===== src/sv/fpts_pkg.sv =====
// fpts_pkg: shared types and codes for the fair per-source transmit scheduler
// no dependencies; imported by the top level, the checker and the testbench
`default_nettype none
package fpts_pkg;

    localparam int TAG_W    = 16;
    localparam int LEN_W    = 16;
    localparam int SRC_W    = 3;
    localparam int LIMIT_W  = 7;
    localparam int CFG_W    = 7;
    localparam int CFG_IDX_W = 1;

    typedef enum logic [1:0] {
        OP_PUSH_BROKER = 2'd0,
        OP_PUSH_SOURCE = 2'd1,
        OP_SEND        = 2'd2,
        OP_DESTROY     = 2'd3
    } t_opcode;

    typedef enum logic [1:0] {
        PUSH_OK    = 2'd0,
        PUSH_FULL  = 2'd1,
        PUSH_ERROR = 2'd2,
        PUSH_RSVD  = 2'd3
    } t_push_result;

    typedef enum logic [1:0] {
        KIND_NONE      = 2'd0,
        KIND_BROKER    = 2'd1,
        KIND_SOURCE    = 2'd2,
        KIND_KEEPALIVE = 2'd3
    } t_kind;

    typedef enum logic [1:0] {
        ACT_NONE       = 2'd0,
        ACT_CONNECT    = 2'd1,
        ACT_DISCONNECT = 2'd2,
        ACT_INVALID    = 2'd3
    } t_final_action;

    typedef enum logic [1:0] {
        LINK_ACCEPTED = 2'd0,
        LINK_BLOCK    = 2'd1,
        LINK_ERROR    = 2'd2,
        LINK_UNKNOWN  = 2'd3
    } t_link_status;

    localparam logic [CFG_IDX_W-1:0] REG_QUEUE_LIMIT = 1'd0;
    localparam logic [CFG_IDX_W-1:0] REG_LIMITLESS   = 1'd1;

endpackage
`default_nettype wire


===== src/sv/fpts_ram.sv =====
// fpts_ram: single write port, single read port memory, registered read data
// depends on nothing
`default_nettype none
module fpts_ram #(
    parameter int WIDTH = 8,
    parameter int DEPTH = 64
) (
    input  wire logic                     i_clk,
    input  wire logic                     i_we,
    input  wire logic [$clog2(DEPTH)-1:0] i_waddr,
    input  wire logic [WIDTH-1:0]         i_wdata,
    input  wire logic                     i_re,
    input  wire logic [$clog2(DEPTH)-1:0] i_raddr,
    output logic      [WIDTH-1:0]         o_rdata
);
    logic [WIDTH-1:0] r_mem [DEPTH];

    always_ff @(posedge i_clk) begin
        if (i_we) begin
            r_mem[i_waddr] <= i_wdata;
        end
    end

    always_ff @(posedge i_clk) begin
        if (i_re) begin
            o_rdata <= r_mem[i_raddr];
        end
    end
endmodule
`default_nettype wire


===== src/sv/fpts_rr_pick.sv =====
// fpts_rr_pick: round-robin pick of the next nonempty source after the last one
// depends on nothing
`default_nettype none
module fpts_rr_pick #(
    parameter int SOURCES = 8
) (
    input  wire logic [SOURCES-1:0]         i_nonempty,
    input  wire logic [$clog2(SOURCES):0]   i_last,
    output logic                            o_found,
    output logic [$clog2(SOURCES)-1:0]      o_idx
);
    localparam int SW = $clog2(SOURCES);

    logic [SW:0] start;
    logic [SW:0] s;

    always_comb begin
        start = '0;
        s = '0;
        o_found = 1'b0;
        o_idx = '0;
        // start right after the last source; none or the top source wraps to zero
        if (i_last >= (SW+1)'(SOURCES - 1)) begin
            start = '0;
        end else begin
            start = i_last + 1'b1;
        end
        // walk downward so the nearest hit wins
        for (int k = SOURCES - 1; k >= 0; k--) begin
            s = start + (SW+1)'(k);
            if (s >= (SW+1)'(SOURCES)) begin
                s = s - (SW+1)'(SOURCES);
            end
            if (i_nonempty[s[SW-1:0]]) begin
                o_found = 1'b1;
                o_idx = s[SW-1:0];
            end
        end
    end
endmodule
`default_nettype wire


===== src/sv/fair_per_source_transmit_scheduler.sv =====
// fair_per_source_transmit_scheduler: top level, descriptor lists in two memories
// uses fpts_pkg, fpts_ram (descriptor and link memories) and fpts_rr_pick
// timing: an accepted item is latched with its memory reads; the result is
// registered from the execute cycle, with o_valid high; busy is high for one cycle,
// so a new item waits for the read-modify-write of the descriptor and link memories
// reset: synchronous active low, all lists empty, pool free, registers to reset values
`default_nettype none
module fair_per_source_transmit_scheduler #(
    parameter int POOL_DEPTH = 64,
    parameter int SOURCES    = 8
) (
    input  wire logic                          i_clk,
    input  wire logic                          i_rst_n,
    input  wire logic                          start,
    output logic                               busy,
    input  wire logic                          i_cfg_we,
    input  wire logic [fpts_pkg::CFG_IDX_W-1:0] i_cfg_index,
    input  wire logic [fpts_pkg::CFG_W-1:0]    i_cfg_data,
    input  wire logic [1:0]                    i_opcode,
    input  wire logic [2:0]                    i_source_id,
    input  wire logic [15:0]                   i_message_tag,
    input  wire logic [15:0]                   i_message_length,
    input  wire logic [1:0]                    i_final_action,
    input  wire logic [1:0]                    i_link_status,
    input  wire logic [15:0]                   i_bytes_accepted,
    input  wire logic                          i_timer_expired,
    output logic                               o_valid,
    output logic [1:0]                         o_push_result,
    output logic [1:0]                         o_served_kind,
    output logic [2:0]                         o_served_source,
    output logic [15:0]                        o_served_tag,
    output logic [15:0]                        o_start_offset,
    output logic                               o_message_done,
    output logic                               o_restart_timer,
    output logic                               o_progress,
    output logic                               o_link_invalid
);
    import fpts_pkg::*;

    localparam int AW  = $clog2(POOL_DEPTH);
    localparam int CW  = AW + 1;
    localparam int SW  = $clog2(SOURCES);
    localparam int XW  = ((SW > SRC_W) ? SW : SRC_W) + 1;
    localparam int QW  = (CW > LIMIT_W) ? CW : LIMIT_W;
    localparam int DW  = TAG_W + 2 * LEN_W;

    // configuration
    logic [LIMIT_W-1:0] r_queue_limit;
    logic               r_limitless;

    // list heads: broker list and one list per source
    logic [AW-1:0] r_b_head, r_b_tail;
    logic [CW-1:0] r_b_cnt;
    logic [AW-1:0] r_s_head [SOURCES];
    logic [AW-1:0] r_s_tail [SOURCES];
    logic [CW-1:0] r_s_cnt  [SOURCES];

    // free pool: a linked chain plus never-used entries from r_bump upward
    logic [AW-1:0] r_free_head, n_free_head;
    logic [CW-1:0] r_bump, n_bump;
    logic [CW-1:0] r_total, n_total;
    logic [SW:0]   r_last, n_last;
    logic          r_destroyed, n_destroyed;
    logic          r_link_bad, n_link_bad;
    logic          r_busy;

    // latched item
    t_opcode       r_op;
    logic [2:0]    r_src;
    logic [15:0]   r_tag, r_len, r_bytes;
    t_final_action r_act;
    t_link_status  r_status;
    t_kind         r_kind;
    logic [SW-1:0] r_ssrc;

    // selection at accept
    logic [SOURCES-1:0] nonempty;
    logic               rr_found;
    logic [SW-1:0]      rr_idx;
    logic [AW-1:0]      sel_head;
    t_kind              sel_kind;
    logic               accept;

    // memory ports
    logic          data_we, next_we;
    logic [AW-1:0] data_waddr, next_waddr;
    logic [DW-1:0] data_wdata, data_rdata;
    logic [AW-1:0] next_wdata, next_rdata, next_raddr;

    // list write-back
    logic          lw_en, lw_broker, clr;
    logic [SW-1:0] lw_idx;
    logic [AW-1:0] lw_head, lw_tail;
    logic [CW-1:0] lw_cnt;

    // result
    t_push_result n_res;
    t_kind        n_kind;
    logic [2:0]   n_ssrc;
    logic [15:0]  n_stag, n_soff;
    logic         n_done, n_restart, n_prog;

    // push helpers
    logic          do_push, push_broker;
    logic [XW-1:0] src_x;
    logic          src_ok;
    logic [SW-1:0] src_idx;
    logic [CW-1:0] p_total, p_bump, p_cnt;
    logic          p_chain;
    logic [AW-1:0] p_head, p_tail, alloc_e;

    // send helpers
    logic [AW-1:0] cur_head, cur_tail;
    logic [CW-1:0] cur_cnt;
    logic [15:0]   rd_tag, rd_len, rd_off;
    logic [16:0]   sum;

    assign accept = start && !busy;
    assign busy   = r_busy;

    always_comb begin
        for (int i = 0; i < SOURCES; i++) begin
            nonempty[i] = (r_s_cnt[i] != '0);
        end
    end

    fpts_rr_pick #(.SOURCES(SOURCES)) u_pick (
        .i_nonempty (nonempty),
        .i_last     (r_last),
        .o_found    (rr_found),
        .o_idx      (rr_idx)
    );

    // broker has strict priority, then round robin, then keep-alive
    always_comb begin
        sel_head = r_s_head[rr_idx];
        if (r_b_cnt != '0) begin
            sel_kind = KIND_BROKER;
            sel_head = r_b_head;
        end else if (rr_found) begin
            sel_kind = KIND_SOURCE;
        end else if (i_timer_expired) begin
            sel_kind = KIND_KEEPALIVE;
        end else begin
            sel_kind = KIND_NONE;
        end
        // pushes read the link of the free chain head, sends the link of the head
        next_raddr = (t_opcode'(i_opcode) == OP_SEND) ? sel_head : r_free_head;
    end

    fpts_ram #(.WIDTH(DW), .DEPTH(POOL_DEPTH)) u_data (
        .i_clk   (i_clk),
        .i_we    (data_we),
        .i_waddr (data_waddr),
        .i_wdata (data_wdata),
        .i_re    (accept),
        .i_raddr (sel_head),
        .o_rdata (data_rdata)
    );

    fpts_ram #(.WIDTH(AW), .DEPTH(POOL_DEPTH)) u_next (
        .i_clk   (i_clk),
        .i_we    (next_we),
        .i_waddr (next_waddr),
        .i_wdata (next_wdata),
        .i_re    (accept),
        .i_raddr (next_raddr),
        .o_rdata (next_rdata)
    );

    assign rd_tag = data_rdata[DW-1 -: TAG_W];
    assign rd_len = data_rdata[2*LEN_W-1 -: LEN_W];
    assign rd_off = data_rdata[LEN_W-1:0];

    // execute cycle: read data is back, compute result and write back
    always_comb begin
        n_free_head = r_free_head;
        n_bump      = r_bump;
        n_total     = r_total;
        n_last      = r_last;
        n_destroyed = r_destroyed;
        n_link_bad  = r_link_bad;
        data_we = 1'b0; data_waddr = '0; data_wdata = '0;
        next_we = 1'b0; next_waddr = '0; next_wdata = '0;
        lw_en = 1'b0; lw_broker = 1'b0; lw_idx = '0;
        lw_head = '0; lw_tail = '0; lw_cnt = '0;
        clr = 1'b0;
        n_res = PUSH_OK; n_kind = KIND_NONE; n_ssrc = '0;
        n_stag = '0; n_soff = '0;
        n_done = 1'b0; n_restart = 1'b0; n_prog = 1'b0;
        do_push = 1'b0; push_broker = 1'b0;
        src_x   = XW'(r_src);
        src_ok  = src_x < XW'(SOURCES);
        src_idx = src_x[SW-1:0];
        sum = 17'd0;
        cur_head = r_b_head; cur_tail = r_b_tail; cur_cnt = r_b_cnt;
        if (r_kind == KIND_SOURCE) begin
            cur_head = r_s_head[r_ssrc];
            cur_tail = r_s_tail[r_ssrc];
            cur_cnt  = r_s_cnt[r_ssrc];
        end

        if (r_busy) begin
            unique case (r_op)
                OP_PUSH_BROKER: begin
                    do_push = 1'b1;
                    push_broker = 1'b1;
                end
                OP_PUSH_SOURCE: begin
                    if (src_ok) begin
                        do_push = 1'b1;
                    end else begin
                        n_res = PUSH_ERROR;
                    end
                end
                OP_DESTROY: begin
                    clr = 1'b1;
                    n_total = '0;
                    n_bump = '0;
                    n_last = (SW+1)'(SOURCES);
                    n_destroyed = 1'b1;
                    if (r_act == ACT_CONNECT || r_act == ACT_DISCONNECT) begin
                        do_push = 1'b1;
                        push_broker = 1'b1;
                    end
                    if (r_act == ACT_INVALID) begin
                        n_link_bad = 1'b1;
                    end
                end
                OP_SEND: begin
                    n_kind = r_kind;
                    if (r_kind == KIND_BROKER || r_kind == KIND_SOURCE) begin
                        n_stag = rd_tag;
                        n_soff = rd_off;
                        lw_broker = (r_kind == KIND_BROKER);
                        lw_idx = r_ssrc;
                        lw_head = cur_head;
                        lw_tail = cur_tail;
                        lw_cnt = cur_cnt;
                        if (r_kind == KIND_SOURCE) begin
                            n_ssrc = 3'(r_ssrc);
                            n_last = {1'b0, r_ssrc};
                        end
                        if (r_status == LINK_ACCEPTED) begin
                            sum = {1'b0, rd_off} + {1'b0, r_bytes};
                            n_prog = 1'b1;
                            if (sum >= {1'b0, rd_len}) begin
                                // message done: head goes back to the free chain
                                n_done = 1'b1;
                                n_restart = 1'b1;
                                next_we = 1'b1;
                                next_waddr = cur_head;
                                next_wdata = r_free_head;
                                n_free_head = cur_head;
                                n_total = r_total - 1'b1;
                                lw_en = 1'b1;
                                lw_head = next_rdata;
                                lw_cnt = cur_cnt - 1'b1;
                            end else begin
                                data_we = 1'b1;
                                data_waddr = cur_head;
                                data_wdata = {rd_tag, rd_len, sum[15:0]};
                            end
                        end else if (r_status != LINK_BLOCK && r_kind == KIND_SOURCE) begin
                            // hard error: splice the whole source list onto the free chain
                            next_we = 1'b1;
                            next_waddr = cur_tail;
                            next_wdata = r_free_head;
                            n_free_head = cur_head;
                            n_total = r_total - cur_cnt;
                            lw_en = 1'b1;
                            lw_cnt = '0;
                        end
                    end else if (r_kind == KIND_KEEPALIVE) begin
                        if (r_status == LINK_ACCEPTED) begin
                            n_restart = 1'b1;
                            n_prog = 1'b1;
                        end
                    end
                end
                default: ;
            endcase
        end

        // push, seen through the cleared state on destroy
        p_total = clr ? '0 : r_total;
        p_bump  = clr ? '0 : r_bump;
        p_chain = !clr && (r_bump > r_total);
        if (push_broker) begin
            p_cnt = clr ? '0 : r_b_cnt;
            p_head = r_b_head;
            p_tail = r_b_tail;
        end else begin
            p_cnt = r_s_cnt[src_idx];
            p_head = r_s_head[src_idx];
            p_tail = r_s_tail[src_idx];
        end
        alloc_e = p_chain ? r_free_head : p_bump[AW-1:0];
        if (do_push) begin
            if (r_destroyed) begin
                n_res = PUSH_ERROR;
            end else if ((!r_limitless && QW'(p_total) >= QW'(r_queue_limit))
                         || p_total >= CW'(POOL_DEPTH)) begin
                n_res = PUSH_FULL;
            end else begin
                n_res = PUSH_OK;
                if (p_chain) begin
                    n_free_head = next_rdata;
                end else begin
                    n_bump = p_bump + 1'b1;
                end
                n_total = p_total + 1'b1;
                data_we = 1'b1;
                data_waddr = alloc_e;
                data_wdata = {r_tag, r_len, 16'd0};
                if (p_cnt != '0) begin
                    next_we = 1'b1;
                    next_waddr = p_tail;
                    next_wdata = alloc_e;
                end
                lw_en = 1'b1;
                lw_broker = push_broker;
                lw_idx = src_idx;
                lw_head = (p_cnt == '0) ? alloc_e : p_head;
                lw_tail = alloc_e;
                lw_cnt = p_cnt + 1'b1;
            end
        end
    end

    // control state
    always_ff @(posedge i_clk) begin
        if (!i_rst_n) begin
            r_queue_limit <= LIMIT_W'(64);
            r_limitless   <= 1'b0;
            r_b_cnt       <= '0;
            for (int i = 0; i < SOURCES; i++) begin
                r_s_cnt[i] <= '0;
            end
            r_free_head   <= '0;
            r_bump        <= '0;
            r_total       <= '0;
            r_last        <= (SW+1)'(SOURCES);
            r_destroyed   <= 1'b0;
            r_link_bad    <= 1'b0;
            r_busy        <= 1'b0;
            o_valid       <= 1'b0;
        end else begin
            if (i_cfg_we) begin
                unique case (i_cfg_index)
                    REG_QUEUE_LIMIT: r_queue_limit <= i_cfg_data[LIMIT_W-1:0];
                    REG_LIMITLESS:   r_limitless <= i_cfg_data[0];
                    default: ;
                endcase
            end
            r_busy <= accept;
            o_valid <= r_busy;
            r_free_head <= n_free_head;
            r_bump <= n_bump;
            r_total <= n_total;
            r_last <= n_last;
            r_destroyed <= n_destroyed;
            r_link_bad <= n_link_bad;
            if (clr) begin
                r_b_cnt <= '0;
                for (int i = 0; i < SOURCES; i++) begin
                    r_s_cnt[i] <= '0;
                end
            end
            if (lw_en) begin
                if (lw_broker) begin
                    r_b_head <= lw_head;
                    r_b_tail <= lw_tail;
                    r_b_cnt <= lw_cnt;
                end else begin
                    r_s_head[lw_idx] <= lw_head;
                    r_s_tail[lw_idx] <= lw_tail;
                    r_s_cnt[lw_idx] <= lw_cnt;
                end
            end
        end
    end

    // item capture and result register
    always_ff @(posedge i_clk) begin
        if (accept) begin
            r_op     <= t_opcode'(i_opcode);
            r_src    <= i_source_id;
            r_tag    <= i_message_tag;
            r_len    <= i_message_length;
            r_bytes  <= i_bytes_accepted;
            r_act    <= t_final_action'(i_final_action);
            r_status <= t_link_status'(i_link_status);
            r_kind   <= sel_kind;
            r_ssrc   <= rr_idx;
        end
        if (r_busy) begin
            o_push_result   <= n_res;
            o_served_kind   <= n_kind;
            o_served_source <= n_ssrc;
            o_served_tag    <= n_stag;
            o_start_offset  <= n_soff;
            o_message_done  <= n_done;
            o_restart_timer <= n_restart;
            o_progress      <= n_prog;
            o_link_invalid  <= n_link_bad;
        end
    end
endmodule
`default_nettype wire


===== config.mk =====
export PLATFORM = sky130hd
export DESIGN_NAME = fair_per_source_transmit_scheduler
export DESIGN_NICKNAME = d
export VERILOG_FILES = /design/src/sv/fpts_pkg.sv /design/src/sv/fpts_ram.sv /design/src/sv/fpts_rr_pick.sv /design/src/sv/fair_per_source_transmit_scheduler.sv
export SDC_FILE = /design/constraint.sdc
export NUM_CORES = 2
export LEC_CHECK = 0
export ABC_AREA = 1
export BUFFER_PORTS_ARGS = -buffer_cell sky130_fd_sc_hd__buf_2
export CELL_PAD_IN_SITES_DETAIL_PLACEMENT = 1
export CELL_PAD_IN_SITES_GLOBAL_PLACEMENT = 1
export CORE_ASPECT_RATIO = 0.7
export CORE_MARGIN = 2
export CORE_UTILIZATION = 47
export DETAILED_ROUTE_END_ITERATION = 12
export HOLD_SLACK_MARGIN = 0.1
export PLACE_DENSITY_LB_ADDON = 0.12
export RECOVER_POWER = 25
export SKIP_LAST_GASP = 1
export SLEW_MARGIN = 10
export SYNTH_ARGS = -nofsm -noshare
export SYNTH_HDL_FRONTEND = slang
export SYNTH_SLANG_ARGS = --single-unit

===== constraint.sdc =====
create_clock -name i_clk -period 7.7 [get_ports i_clk]
set_clock_uncertainty 0.15 [all_clocks]
set_input_delay 1.155 -clock i_clk [delete_from_list [all_inputs] [get_ports i_clk]]
set_output_delay 1.155 -clock i_clk [all_outputs]
set_load 0.05 [all_outputs]

==> impl_metrics.csv <==
group,metric,value,unit
setup_path,worst_path_max_delay_cell,"nand3_1",
synthesis,synth.distinct_cells,54,
global_route,grt_antenna_before_repair,42,
finish,finish.instance_area,181900,um^2
synthesis,async_flop_share,0,%
worst_hold_path,min-delay-path-class,"in2reg",
synthesis,synth.top_cell.area_share,70.16,%
global_route,grt-ovfl-total,0,
placement,hpwl,367700,um
placement,io_buffers,114,
route,viasPerCell,6.098,
clocking,cts_inserted_buffers,378,
setup_path,critical_path_class,"reg2reg",
sta,grt_setup_unrepaired,"true",
sta,fin_tns_setup,-0.06677,ns
sta,timing.final.max_slew_violations,430,
clocking,clk_path_buf_depth,4,
synthesis,synth.area.top_cells,"edfxtp_1 70%, nand3_1 7.4%, nand2_1 5.5%, o21ai_0 3.6%, inv_1 3.4%",
global_route,grt_pass1_wl,840000,um
finish,final_layout_size_suffix_gt1_share,8.293,%
sta,timing_worst_slew_pin_value,3.727,ns
setup_path,cp_slowest_stage_delay,0.71,ns
sta,final_min_period_over_clock_period,100.2,%
sta,post-route-min-period,7.716,ns
global_route,first_global_vias,115900,
job,maxCapViolCount,16,
route,drt_first_iter_violations,16180,
power_and_ir_drop,p_leak,0.06722,uW
synthesis,yosysWarnings,0,
synthesis,combined_area_of_all_synthesized_cells,161700,um^2
outcome,violations,"max-capacitance violations, max-slew violations, negative setup slack",
placement,post_dp_cell_area,170600,um^2
floorplan,fp.coreArea,343000,um^2
sta,fin_worst_hold_slack,0.2224,ns
clocking,cts_root_buffer,"clkbuf_16",
sta,setup_viol,6,
placement,setup_slack_after_placement,0.2131,ns
clocking,post_cts_resized,0,
power_and_ir_drop,max-vdd-ir-drop,0.0002029,V
clocking,post_cts_buffers,0,
route,wl_met1,255200,um
route,detail-route-antenna-nets,0,
power_and_ir_drop,power_per_cell_area,260.4,nW/um^2
floorplan,initial_utilization,47.15,%
synthesis,syn_nets,14210,
sta,timing.max_slew.rel_slack,-148.5,%
global_route,groute.usage.overall,33.15,%
setup_path,critPathMaxFanout,10,
setup_path,timing.critical_path.arrival,8.14,ns
route,drtPass1Iterations,6,
setup_path,cp-end-kind,"register",
floorplan,pin_count,115,
floorplan,die_boundary_width,705.1,um
synthesis,synth_area_per_cell,11.50,um^2
outcome,status,"finished with violations",
route,routed-wl-met3,62950,um
sta,hold_violation_total_from_the_final_report,0,
synthesis,synth.yosys.seq_area_share,70.77,%
sta,post-route-worst-setup-slack,-0.01608,ns
route,postRouteWirelength,590400,um
clocking,tritoncts,"done",
floorplan,fp.dieH,494.8,um
placement,placed_cells_incl_taps,18380,
finish,layoutNonFillerInstCount,19100,
placement,routability_congestion_estimate_from_global_placement,1.007,
finish,fin_nets,14350,
floorplan,rows,180,
clocking,insertion_delay,0.97,ns
synthesis,synthCells,14070,
setup_path,worst-endpoint-required,8.13,ns
finish,syn2layout_area_growth,12.48,%
synthesis,yosys_most_used_dff,"edfxtp_1",
clocking,cts_hold_buffers,0,
route,routed.top_layer,"met5",
route,vias,116400,
route,detailroute.wirelength.met2,249500,um
clocking,clock_sink_count,3828,
floorplan,area_of_the_die,348900,um^2
synthesis,count_of_flip_flops_with_a_built_in_enable_after_synthesis,3779,
clocking,path_clk_slew,0.06,ns
synthesis,netlist.top_cell.by_area,"edfxtp_1",
route,route.detailed.drc,0,
sta,fmaxAchievable,0.1296,GHz
setup_path,start_kind,"register",
route,post_drt_wl_per_cell,30.92,um
clocking,level_count_of_the_clock_h_tree,5,
global_route,pin_count_of_the_biggest_net_entering_global_routing,122,
synthesis,post_synthesis_sequential_element_count,3828,
synth_stat cells, types with 2 or more instances:
cell,number
a21boi_0,2
dfxtp_1,49
fa_1,2
clkinv_1,9
o311ai_0,8
xor2_1,21
o211ai_1,201
a221oi_1,2
o31ai_1,6
clkbuf_2,5
ha_1,69
nand3_1,2376
o22ai_1,33
buf_4,25
nand3_4,2
nand4_1,7
o21ai_0,1164
nor2_1,560
nor3_1,16
inv_2,16
nand2_2,7
nand2_4,3
nor2_2,2
buf_1,29
nand3_2,6
or2_2,6
a211oi_1,16
o221ai_1,13
buf_6,16
inv_1,1471
buf_2,499
nand2_1,2386
xnor2_1,3
edfxtp_1,3779
a21oi_1,596
nand3b_1,58
o21ai_2,6
inv_4,2
o21bai_1,53
o21ai_1,251
clkbuf_1,279
metrics by stage:
step                total power (uW)  util (%)
finish                         47380     53.04
global route                   48670     53.03
CTS                            47410     53.13
detailed placement             29510     49.73
global placement               29380     49.73
floorplan                      26830         -
report_power, final:
group | switching (uW) | leakage (uW) | internal (uW)
registers | 93.3 | 0.0335 | 22900
clock network | 8110 | 0.00569 | 10000
logic | 4700 | 0.0280 | 1570
total | 12900 | 0.0672 | 34500
area by class of cell:
type / instances / area, um^2
tap: 4550 / 5693
timing repair buffer: 616 / 5852
clock inverter: 194 / 1598
inverter: 1498 / 5673
fill: 35340 / 161100
clock buffer: 482 / 10070
antenna: 41 / 102.6
multi-input combinational: 7888 / 38470
sequential: 3828 / 114500
cells by family after synthesis:
family          Yosys count  synth area share (%)
compound gates         2360                 7.854
xor+xnor                 24                0.1300
fa+ha+maj                71                0.5585
buf+inv                2351                 5.982
flops                  3828                 70.77
simple gates           5433                 14.71
worst max-delay path, delay by kind of cell, from the launching register on:
| kind | cells | cell delay [ns] |
|---|---|---|
| AND/OR/NAND/NOR | 10 | 2.69 |
| adder cells (fa/ha/maj) | 2 | 0.62 |
| AO/OA/AOI/OAI | 12 | 2.65 |
| XOR/XNOR | 1 | 0.34 |
| flip-flops | 1 | 0.40 |
| buffers and inverters | 4 | 0.48 |
layer usage:
layer | up-vias | track usage [%]
li1 | 49820 | -
met1 | 59820 | 49.09
met2 | 5862 | 47.85
met3 | 927 | 8.091
met4 | 16 | 11.06
met5 | - | 1.044
path summary, 6_finish.rpt:
check	cells after the start	slack (ns)	startpoint	end
worst max-delay path	29	-0.02	u_data.o_rdata[2]	u_next.r_mem[21][1]
worst min-delay path	1	0.22	i_message_length[14]	r_len[14]
worst max register to register	29	-0.02	u_data.o_rdata[2]	u_next.r_mem[21][1]
worst min register to register	2	0.32	r_link_bad	r_link_bad
layout by cell type, fill, tap and decap left out, drive strengths merged, types with 152 or more instances in the layout:
cell,instances
a21oi,596
buf,506
clkbuf,592
clkinv,152
edfxtp,3779
inv,1503
nand2,2397
nand3,2384
nor2,563
o211ai,201
o21ai,1421
registers in the layout (all words and copies together), names as in the netlist, 48 cells and up, named ones only:
name / flops
u_data.r_mem: 3072
u_next.r_mem: 384
u_data.o_rdata: 48
r_s_tail: 48
r_s_head: 48
r_s_cnt: 56
No activity file was read; power rests on OpenSTA's default activity.
